File: src/rtl/prs_pkg.sv
`timescale 1ns / 1ps
package prs_pkg;

	localparam int MAX_SAMPLES  = 1048576;
	localparam int SRC_W        = $clog2(MAX_SAMPLES);
	localparam int PER_ITEM_MAX = 16;
	localparam int N_W          = $clog2(PER_ITEM_MAX + 1);

	localparam int STEP_W  = 12;
	localparam int WIDTH_W = 2;
	localparam int LIMIT_W = 21;
	localparam int PHASE_W = 32;
	localparam int SAMP_W  = 16;

	localparam int CFG_IDX_W  = 3;
	localparam int CFG_DATA_W = 21;

	localparam logic [CFG_IDX_W-1:0] REG_PHASE_STEP  = 3'd0;
	localparam logic [CFG_IDX_W-1:0] REG_IN_WIDTH    = 3'd1;
	localparam logic [CFG_IDX_W-1:0] REG_OUT_WIDTH   = 3'd2;
	localparam logic [CFG_IDX_W-1:0] REG_OUTPUT_LIMIT = 3'd3;

	localparam logic [WIDTH_W-1:0] WIDTH_16 = 2'd2;

	localparam int QDEPTH = 2;
	localparam int QPTR_W = $clog2(QDEPTH);
	localparam int QCNT_W = $clog2(QDEPTH + 1);

	typedef struct packed {
		logic [STEP_W-1:0]  phase_step;
		logic [WIDTH_W-1:0] in_width;
		logic [WIDTH_W-1:0] out_width;
		logic [LIMIT_W-1:0] output_limit;
	} cfg_t;

	typedef struct packed {
		logic [SAMP_W-1:0] sample;
		logic              restart;
	} entry_t;

endpackage

File: src/rtl/prs_front.sv
`timescale 1ns / 1ps
module prs_front (
	input  logic                    clk,
	input  logic                    arst_n,
	input  prs_pkg::cfg_t           cfg,
	input  logic                    in_valid,
	output logic                    in_stall,
	input  logic [15:0]             sample_in,
	input  logic                    restart,
	output logic                    q_valid,
	output prs_pkg::entry_t         q_entry,
	input  logic                    q_pop
);
	import prs_pkg::*;

	entry_t              mem_q [QDEPTH];
	logic [QPTR_W-1:0]   wr_ptr_q;
	logic [QPTR_W-1:0]   rd_ptr_q;
	logic [QCNT_W-1:0]   cnt_q;
	logic [SAMP_W-1:0]   v16;
	logic [SAMP_W-1:0]   conv;
	logic                push;
	logic                pop;

	// 8-bit input: flip bias bit, move to top byte; 8-bit output: top byte, sign-extended
	always_comb begin
		if (cfg.in_width == WIDTH_16) begin
			v16 = sample_in;
		end else begin
			v16 = {~sample_in[7], sample_in[6:0], 8'h00};
		end
		if (cfg.out_width == WIDTH_16) begin
			conv = v16;
		end else begin
			conv = {{8{v16[15]}}, v16[15:8]};
		end
	end

	assign in_stall = (cnt_q == QCNT_W'(QDEPTH));
	assign push     = in_valid && !in_stall;
	assign q_valid  = (cnt_q != '0);
	assign pop      = q_valid && q_pop;
	assign q_entry  = mem_q[rd_ptr_q];

	always_ff @(posedge clk) begin
		if (push) begin
			mem_q[wr_ptr_q] <= '{sample: conv, restart: restart};
		end
	end

	always_ff @(posedge clk or negedge arst_n) begin
		if (!arst_n) begin
			wr_ptr_q <= '0;
			rd_ptr_q <= '0;
			cnt_q    <= '0;
		end else begin
			if (push) begin
				wr_ptr_q <= wr_ptr_q + 1'b1;
			end
			if (pop) begin
				rd_ptr_q <= rd_ptr_q + 1'b1;
			end
			if (push && !pop) begin
				cnt_q <= cnt_q + 1'b1;
			end else if (pop && !push) begin
				cnt_q <= cnt_q - 1'b1;
			end
		end
	end

endmodule

File: src/rtl/prs_back.sv
`timescale 1ns / 1ps
module prs_back (
	input  logic                    clk,
	input  logic                    arst_n,
	input  prs_pkg::cfg_t           cfg,
	input  logic                    q_valid,
	input  prs_pkg::entry_t         q_entry,
	output logic                    q_pop,
	output logic                    out_valid,
	input  logic                    out_stall,
	output logic signed [15:0]      out_sample,
	output logic                    last
);
	import prs_pkg::*;

	localparam logic ST_IDLE = 1'b0;
	localparam logic ST_RUN  = 1'b1;

	logic                st_q;
	logic [SAMP_W-1:0]   conv_q;
	logic [PHASE_W-1:0]  phase_q;
	logic [SRC_W-1:0]    idx_q;
	logic [LIMIT_W-1:0]  cnt_q;
	logic [N_W-1:0]      n_q;
	logic                out_valid_q;
	logic [SAMP_W-1:0]   out_sample_q;
	logic                last_q;
	logic                slot_free;
	logic                emit_ok;
	logic                emit;
	logic [LIMIT_W-1:0]  cnt_nxt;

	assign slot_free = !out_valid_q || !out_stall;
	assign cnt_nxt   = cnt_q + 1'b1;
	assign emit_ok   = (n_q != N_W'(PER_ITEM_MAX)) && (cnt_q < cfg.output_limit) &&
	                   (phase_q[31:8] <= 24'(idx_q));
	assign emit      = (st_q == ST_RUN) && emit_ok && slot_free;
	assign q_pop     = (st_q == ST_IDLE);

	assign out_valid  = out_valid_q;
	assign out_sample = out_sample_q;
	assign last       = last_q;

	always_ff @(posedge clk) begin
		if (q_pop && q_valid) begin
			conv_q <= q_entry.sample;
		end
		if (emit) begin
			out_sample_q <= conv_q;
			last_q       <= (cnt_nxt == cfg.output_limit);
		end
	end

	always_ff @(posedge clk or negedge arst_n) begin
		if (!arst_n) begin
			st_q        <= ST_IDLE;
			phase_q     <= '0;
			idx_q       <= '0;
			cnt_q       <= '0;
			n_q         <= '0;
			out_valid_q <= 1'b0;
		end else begin
			if (slot_free) begin
				out_valid_q <= emit;
			end
			case (st_q)
				ST_IDLE: begin
					if (q_valid) begin
						if (q_entry.restart) begin
							phase_q <= '0;
							idx_q   <= '0;
							cnt_q   <= '0;
						end
						n_q  <= '0;
						st_q <= ST_RUN;
					end
				end
				ST_RUN: begin
					if (!emit_ok) begin
						// index holds at the last position once the end is reached
						if (idx_q != SRC_W'(MAX_SAMPLES - 1)) begin
							idx_q <= idx_q + 1'b1;
						end
						st_q <= ST_IDLE;
					end else if (slot_free) begin
						cnt_q   <= cnt_nxt;
						phase_q <= phase_q + PHASE_W'(cfg.phase_step);
						n_q     <= n_q + 1'b1;
					end
				end
				default: begin
					st_q <= ST_IDLE;
				end
			endcase
		end
	end

endmodule

File: src/rtl/pcm_phase_step_resampler.sv
`timescale 1ns / 1ps
// Channel  Direction  Handshake              Payload
// in       sink       in_valid / in_stall    sample_in[15:0], restart
// out      source     out_valid / out_stall  out_sample[15:0] signed, last
// cfg      sink       cfg_valid / cfg_ready  cfg_index[2:0], cfg_data[20:0]
//
// An item yields 0..16 outputs, set by the single emission loop in the back end;
// outputs leave one per cycle while out_stall is low.
// A two-entry queue sits between input conversion and the emission loop.
// Reset clears control/config registers at once, no clearing pass; queue and output data stay.
// out_stall holds the output register and pauses emission; in_stall rises when the queue is full.
module pcm_phase_step_resampler (
	input  logic                              clk,
	input  logic                              arst_n,
	input  logic                              in_valid,
	output logic                              in_stall,
	input  logic [15:0]                       sample_in,
	input  logic                              restart,
	output logic                              out_valid,
	input  logic                              out_stall,
	output logic signed [15:0]                out_sample,
	output logic                              last,
	input  logic                              cfg_valid,
	output logic                              cfg_ready,
	input  logic [prs_pkg::CFG_IDX_W-1:0]     cfg_index,
	input  logic [prs_pkg::CFG_DATA_W-1:0]    cfg_data
);
	import prs_pkg::*;

	cfg_t   cfg_q;
	logic   q_valid;
	entry_t q_entry;
	logic   q_pop;

	assign cfg_ready = 1'b1;

	always_ff @(posedge clk or negedge arst_n) begin
		if (!arst_n) begin
			cfg_q.phase_step   <= STEP_W'(256);
			cfg_q.in_width     <= WIDTH_16;
			cfg_q.out_width    <= WIDTH_16;
			cfg_q.output_limit <= '0;
		end else if (cfg_valid && cfg_ready) begin
			case (cfg_index)
				REG_PHASE_STEP:   cfg_q.phase_step   <= cfg_data[STEP_W-1:0];
				REG_IN_WIDTH:     cfg_q.in_width     <= cfg_data[WIDTH_W-1:0];
				REG_OUT_WIDTH:    cfg_q.out_width    <= cfg_data[WIDTH_W-1:0];
				REG_OUTPUT_LIMIT: cfg_q.output_limit <= cfg_data[LIMIT_W-1:0];
				default: begin
				end
			endcase
		end
	end

	prs_front u_front (
		.clk       (clk),
		.arst_n    (arst_n),
		.cfg       (cfg_q),
		.in_valid  (in_valid),
		.in_stall  (in_stall),
		.sample_in (sample_in),
		.restart   (restart),
		.q_valid   (q_valid),
		.q_entry   (q_entry),
		.q_pop     (q_pop)
	);

	prs_back u_back (
		.clk        (clk),
		.arst_n     (arst_n),
		.cfg        (cfg_q),
		.q_valid    (q_valid),
		.q_entry    (q_entry),
		.q_pop      (q_pop),
		.out_valid  (out_valid),
		.out_stall  (out_stall),
		.out_sample (out_sample),
		.last       (last)
	);

endmodule

File: config.mk
export PLATFORM = sky130hd
export DESIGN_NAME = pcm_phase_step_resampler
export DESIGN_NICKNAME = d
export VERILOG_FILES = /design/src/rtl/prs_pkg.sv /design/src/rtl/prs_front.sv /design/src/rtl/prs_back.sv /design/src/rtl/pcm_phase_step_resampler.sv
export SDC_FILE = /design/constraint.sdc
export NUM_CORES = 1
export LEC_CHECK = 0
export BUFFER_PORTS_ARGS = -buffer_cell sky130_fd_sc_hd__buf_2
export CORE_MARGIN = 4
export CORE_UTILIZATION = 61
export CTS_BUF_LIST = sky130_fd_sc_hd__clkbuf_8 sky130_fd_sc_hd__clkbuf_16
export CTS_CLUSTER_DIAMETER = 120
export CTS_CLUSTER_SIZE = 30
export DETAILED_ROUTE_END_ITERATION = 6
export GPL_TIMING_DRIVEN = 0
export PLACE_DENSITY = 0.87
export SLEW_MARGIN = 0
export SYNTH_ARGS = -nofsm -noshare
export SYNTH_HDL_FRONTEND = slang
export SYNTH_SLANG_ARGS = --single-unit
File: constraint.sdc
create_clock -name clk -period 3.6 [get_ports clk]
set_input_delay 0.54 -clock clk [delete_from_list [all_inputs] [get_ports clk]]
set_output_delay 0.54 -clock clk [all_outputs]
set_load 0.02 [all_outputs]
After elaboration in Yosys (flattened, before gate mapping)
Memories as Yosys holds them, arrays and structs flattened.
Cells that the tools add are included.
{ "totals": {"mem_bits_rw": 34, "latchBits": 0, "register_bits": 154, "mem_count": 1, "mem_bits_ro": 0, "out_inout_bits": 20} }
{ "mem_list": {"columns": ["name", "depth", "word_bits", "read_ports", "rd_clocked_by_memory_dff", "write_ports", "line_no", "rtl"], "rows": [
  ["u_front.mem_q", 2, 17, 1, 0, 1, "prs_front.sv:16", "entry_t mem_q [QDEPTH];"]
]} }
{ "op_classes": {"addsub": 8, "order_cmp": 2, "shift": 0, "n_mul": 0, "bitwise_logic": 2, "div_mod_pow": 0, "n_mux": 28, "n_eq_ne": 15, "reduce_logical": 24} }
{ "ops": {"columns": ["operator", "count"], "rows": [
  ["$mux W32", 4],
  ["$mux W21", 4],
  ["$mux W20", 4],
  ["$pmux W32 S2", 1],
  ["$pmux W21 S2", 1],
  ["$pmux W20 S2", 1],
  ["$add A32 B12 Y32", 1],
  ["$le A24 B20 Y1", 1],
  ["$add A21 B1 Y21 const B", 1],
  ["$eq A21 B21 Y1", 1],
  ["$lt A21 B21 Y1", 1],
  ["$add A20 B1 Y20 const B", 1],
  ["$ne A20 B20 Y1 const B", 1],
  ["$mux W16", 1],
  ["$mux W15", 1],
  ["$mux W5", 3],
  ["$ne A2 B2 Y1 const B", 5],
  ["$pmux W5 S2", 1],
  ["$logic_and A1 B1 Y1", 8],
  ["$reduce_and A2 Y1", 4],
  ["$reduce_and A4 Y1", 2],
  ["$eq A2 B2 Y1 const B", 3],
  ["$eq A3 B2 Y1 const B", 2],
  ["$add A5 B1 Y5 const B", 1],
  ["15 further kinds", 26]
]} }

Depth between registers and ports, before layout
{ "depth": {"depth_word": 7, "depth_mapped": 12, "ltp_nobuf": 11} }

By module
Synthesis repeated with hierarchy kept, for this count alone.
{ "unflattened": {"cells_unflattened": 989, "area_unflattened_um2": 10751.6} }
{ "modules_own_cells": {"columns": ["module", "instances", "cells_each", "seq_area_each_um2", "area_per_inst_um2"], "rows": [
  ["prs_back", 1, 806, 2992.9, 7573.5],
  ["prs_front", 1, 100, 1121.1, 1741.7],
  ["pcm_phase_step_resampler", 1, 83, 929.6, 1436.4]
]} }

Worst setup path after synthesis
OpenSTA, ideal clock, no wires.
{ "synth_path": {"kind": "register -> register", "from": "register cfg_q[6] in the netlist's numbering", "to": "register u_back.last_q (netlist: u_back.last), enable pin", "setup_ns": 0.353, "slack_ns": 0.780, "arrival_ns": 2.467, "n_path_buf": 1, "stages_incl_launch_ff": 10, "cell_sequence": "dfrtp_1 > inv_1 > ha_1 > a211oi_1 > nor2_1 > or3_1 > a21oi_1 > nand3_2 > inv_2 > buf_2"} }
{ "synth_via": {"elab_chain_cells": 5} }
{ "synth_lines": {"columns": ["element", "line_no", "rtl"], "rows": [
  ["start, declared", "pcm_phase_step_resampler.sv:30", "cfg_t cfg_q;"],
  ["$lt A21 B21 Y1", "prs_back.sv:35", "assign emit_ok = (n_q != N_W'(PER_ITEM_MAX)) && (cnt_q < cfg.output_limit) &&"],
  ["$logic_and A1 B1 Y1 (2 in series)", "prs_back.sv:35", null],
  ["$logic_and A1 B1 Y1 (2 in series)", "prs_back.sv:37", "assign emit = (st_q == ST_RUN) && emit_ok && slot_free;"],
  ["net u_back.emit", "prs_back.sv:30", "logic emit;"],
  ["end signal, assigned", "prs_back.sv:50", "last_q <= (cnt_nxt == cfg.output_limit);"],
  ["end, declared", "prs_back.sv:27", "logic last_q;"]
]} }
The timed path passes the listed nets, and every way through them passes these cells.
A chain may end at the register's enable or synchronous reset.

Worst setup path in the final report
{ "layout_path": {"from": "register u_back.cnt_q[3]", "to": "register u_back.last_q (netlist: u_back.last), data pin"} }
{ "layout_via": {"elab_chain_cells": 2} }
{ "layout_lines": {"columns": ["element", "line_no", "rtl"], "rows": [
  ["start, declared", "prs_back.sv:23", "logic [LIMIT_W-1:0] cnt_q;"],
  ["start signal, assigned", "prs_back.sv:86", "cnt_q <= cnt_nxt;"],
  ["$add A21 B1 Y21", "prs_back.sv:34", "assign cnt_nxt = cnt_q + 1'b1;"],
  ["$eq A21 B21 Y1", "prs_back.sv:50", null]
]} }
No other way between the ends.

==> summary.txt <==
Setup path
  – CP arrival: 3.59 ns
  – R2R cell count: 9
  – Data required, critical path: 3.85 ns
  – CP Max Fanout: 8
  – Crit end category: flip-flop
  – WS Path Type: reg2reg
  – Reg2Reg Setup Slack: 0.25 ns
  – Worst r2r src: u_back.cnt_q[3]
  – Setup crit start: u_back.cnt_q[3]
  – Terminus of the critical flop-to-flop path: u_back.last
  – Crit path launch type: flip-flop
  – CP endpoint: u_back.last

Global routing
  – Largest net degree at the start of global routing: 94
  – Vias in the first global route: 7778
  – First-pass GRT wire length: 39140 um
  – GRT Util Overall: 0.2683
  – Antenna violations before repair: 0
  – GR Overflow Total: 0

Timing
  – Clock skew: 0.01151 ns
  – RSZ-0062 raised after global routing: false
  – Max Slew Vio Count: 0
  – Fin. Hold Viols: 0
  – Slew Limit Headroom: 0.1767
  – # setup viols final: 0
  – Minimum clock period after layout: 3.346 ns
  – Fin crit share: 0.9294
  – Post-layout worst setup margin: 0.2540 ns
  – Max frequency: 0.2989 GHz
  – Worst-margin pin slew: 1.218 ns
  – Fin Setup TNS: 0 ns

Floorplanning
  – Num ports: 66
  – Height of the die: 137.5 um
  – Core area: 16520 um^2
  – Num rows: 47
  – Die area: 18900 um^2
  – Starting density of the core: 0.6189
  – Die Wd: 137.5 um

Synthesis
  – Net Count, Synth: 1067
  – Top FF cell, synth: dfrtp_1
  – Mean area per synthesized cell: 10.63 um^2
  – #FFs+latches synth: 188
  – Ys async rst share: 0.6436
  – Yosys cell types: 71
  – Post-synthesis cell area: 10230 um^2
  – Synth warn: 0
  – Sequential fraction of the synthesis area: 0.4931
  – Post-synth EDFFs: 67
  – Synth Instances: 962

Placement
  – Setup slack at placement: 0.04881 ns
  – Dpl hpwl: 17040 um
  – Placed insts: 1247
  – PortBufs: 64
  – RePlAce Congestion: 0.9193

Finish
  – Final cell count without fillers: 1280
  – Layout Nets: 1152
  – Fraction of layout cells with a size suffix above 1: 0.1745
  – # diodes: 0
  – Synth-to-Final Area Change: 12.04%

Drt
  – DR WL/cell: 19.36 um
  – M1 WL: 10380 um
  – Routed Wire Length: 24780 um
  – Post-route ant nets: 0
  – Met3 wire length: 1827 um
  – DRC errors left: 0
  – Initial drt markers: 868
  – Routed via count: 8120
  – Top layer in use: met4
  – DRT Pass-1 Iters: 5
  – DR vias/cell: 6.344
  – WL met2: 11680 um

Status
  – Status: finished clean

Clock tree
  – Worst-Skew Late Latency: 0.44 ns
  – H-tree depth: 4
  – CTS max path bufs: 2
  – CTS Buf Count: 17
  – Sink Count: 188
  – Root buffer cell: clkbuf_16
  – Clock-pin slew on the worst setup and hold paths: 0.08 ns
  – CTS tree: built

Power
  – Pwr dens: 791.1 nW/um^2
  – Leakage: 4.885 nW
  – Psw: 3.863 mW
  – Clk pwr share: 0.207
  – Pint: 5.202 mW
  – Power, Total: 9.065 mW
  – Peak VDD IR: 0.0005015 V
  – Sw Ratio: 0.4262
  – Comb pwr share: 0.425
  – Sequential share of power: 0.368

Worst hold path
  – Hold crit path type: in2reg

Flow run
  – Max Cap Viol: 0
[cell usage after synthesis, types with 3 or more instances]
cell type	n	share of area
and4_1	5	0.0043
a21o_1	12	0.0088
clkbuf_1	23	0.0084
mux2_2	52	0.057
nand4b_1	7	0.0060
dfrtp_1	118	0.29
a21oi_1	39	0.019
a211o_1	5	0.0043
nor4bb_1	4	0.0039
buf_1	5	0.0018
ha_1	58	0.071
a22oi_1	5	0.0037
mux2i_1	4	0.0039
o22ai_1	6	0.0037
a21boi_0	3	0.0022
a211oi_1	5	0.0037
or4_1	5	0.0037
dfstp_2	3	0.0077
or3_1	10	0.0061
or2_2	4	0.0024
nand2_1	86	0.032
nor4_1	9	0.0055
o21a_1	12	0.0088
nor3_1	14	0.0069
nand4_1	18	0.011
a221o_1	3	0.0029
nand3_1	37	0.018
and2_1	7	0.0043
a31oi_1	12	0.0073
o211ai_1	10	0.0073
o41ai_1	10	0.0086
and3_1	17	0.010
edfxtp_1	67	0.20
o21ai_1	3	0.0015
xnor2_1	33	0.028
o31ai_1	15	0.011
inv_1	60	0.022
buf_2	13	0.0064
o2111ai_1	3	0.0026
o21ai_0	55	0.027
a22o_1	13	0.011
nor2b_1	7	0.0043
nor2_1	38	0.014
nand2b_1	4	0.0024
xor2_1	11	0.0094
[power groups by stage]
stage,Sequential (mW),Clock [mW],Combinational [mW]
6_report,3.34,1.87,3.86
3_3_place_gp,3.32,0,3.56
2_1_floorplan,3.38,0,2.49
3_5_place_dp,3.35,0,3.69
5_1_grt,3.39,1.97,4.14
4_1_cts,3.33,1.88,3.77
[cell usage in the layout (no fill, tap or decap), drive strengths merged, types with 33 or more instances in the layout]
cell	instances
dfrtp	118
a21oi	40
nand2	86
nor2	40
clkbuf	42
xnor2	33
mux2	52
o21ai	59
nand3	38
edfxtp	67
inv	71
buf	84
ha	58
[worst min-delay path by stage]
| stage | startpoint | end | slack [ns] | cells after the start |
|---|---|---|---|---|
| finish | restart | u_front.mem_q[1][0] | 0.31 | 1 |
| global route | restart | u_front.mem_q[0][0] | 0.30 | 1 |
| CTS | restart | u_front.mem_q[0][0] | 0.30 | 1 |
| detailed placement | u_back.conv_q[10] | u_back.out_sample[10] | 0.40 | 0 |
| global placement | u_back.conv_q[3] | u_back.out_sample[3] | 0.40 | 0 |
| floorplan | arst_n | cfg_q[0] | 0.24 | 0 |
[routing by layer]
metal  vias to the layer above  global-route usage
li1                       3727                   -
met1                      3934              0.3600
met2                       379              0.4306
met3                        80             0.05515
met4                         0              0.1048
met5                         -                   0
[registers in the layout, indices dropped and copies added, names as in the netlist]
register and cells:
cfg_q 37, u_back.cnt_q 21, u_back.conv_q 16, u_back.idx_q 20
u_back.last 1, u_back.n_q 5, u_back.out_sample 16, u_back.out_valid 1
u_back.phase_q 32, u_back.st_q 1, u_front.cnt_q 2, u_front.mem_q 34
u_front.rd_ptr_q 1, u_front.wr_ptr_q 1
[kinds of logic after synthesis]
family | synth area share
compound gates | 0.1504
xor+xnor | 0.03768
fa+ha+maj | 0.07291
buf+inv | 0.04172
flops | 0.4931
mux | 0.06117
other cells | 0.0003667
simple gates | 0.1426
[metrics by stage]
| stage | area, um^2 | utilization | hold slack, ns |
|---|---|---|---|
| after floorplan | 10230 | - | 0.2444 |
| after global placement | 10820 | 0.6550 | 0.4019 |
| after detailed placement | 10860 | 0.6570 | 0.4045 |
| after CTS | 11450 | 0.6931 | 0.2984 |
| after global routing | 11460 | 0.6934 | 0.3023 |
| final | 11460 | 0.6934 | 0.3113 |
[what timing repair did]
action,in CTS,in global routing
setup endpoints to repair,18,3
gates resized for setup,1,1
setup buffers,0,0
hold buffers,1,0
hold endpoints to repair,27,0
[worst max-delay path: stages (launching register included)]
cell and delay (ns):
dfrtp_1 0.35, clkbuf_1 0.31, nand4_1 0.18, nor3_1 0.58, nand3_1 0.35, nor3_1 0.43
xnor2_1 0.17, nand2_1 0.07, or4_1 0.40, nor4_1 0.30
[area by class of cell]
class	count	area (um^2)
multi-input combinational	668	4763
tap	220	275.3
sequential	188	5044
timing repair buffer	66	364.1
clock inverter	15	157.7
fill	1151	5066
clock buffer	17	425.4
inverter	62	232.7
buffer	44	196.4
Note: power is estimated with default switching activity, not from simulation.
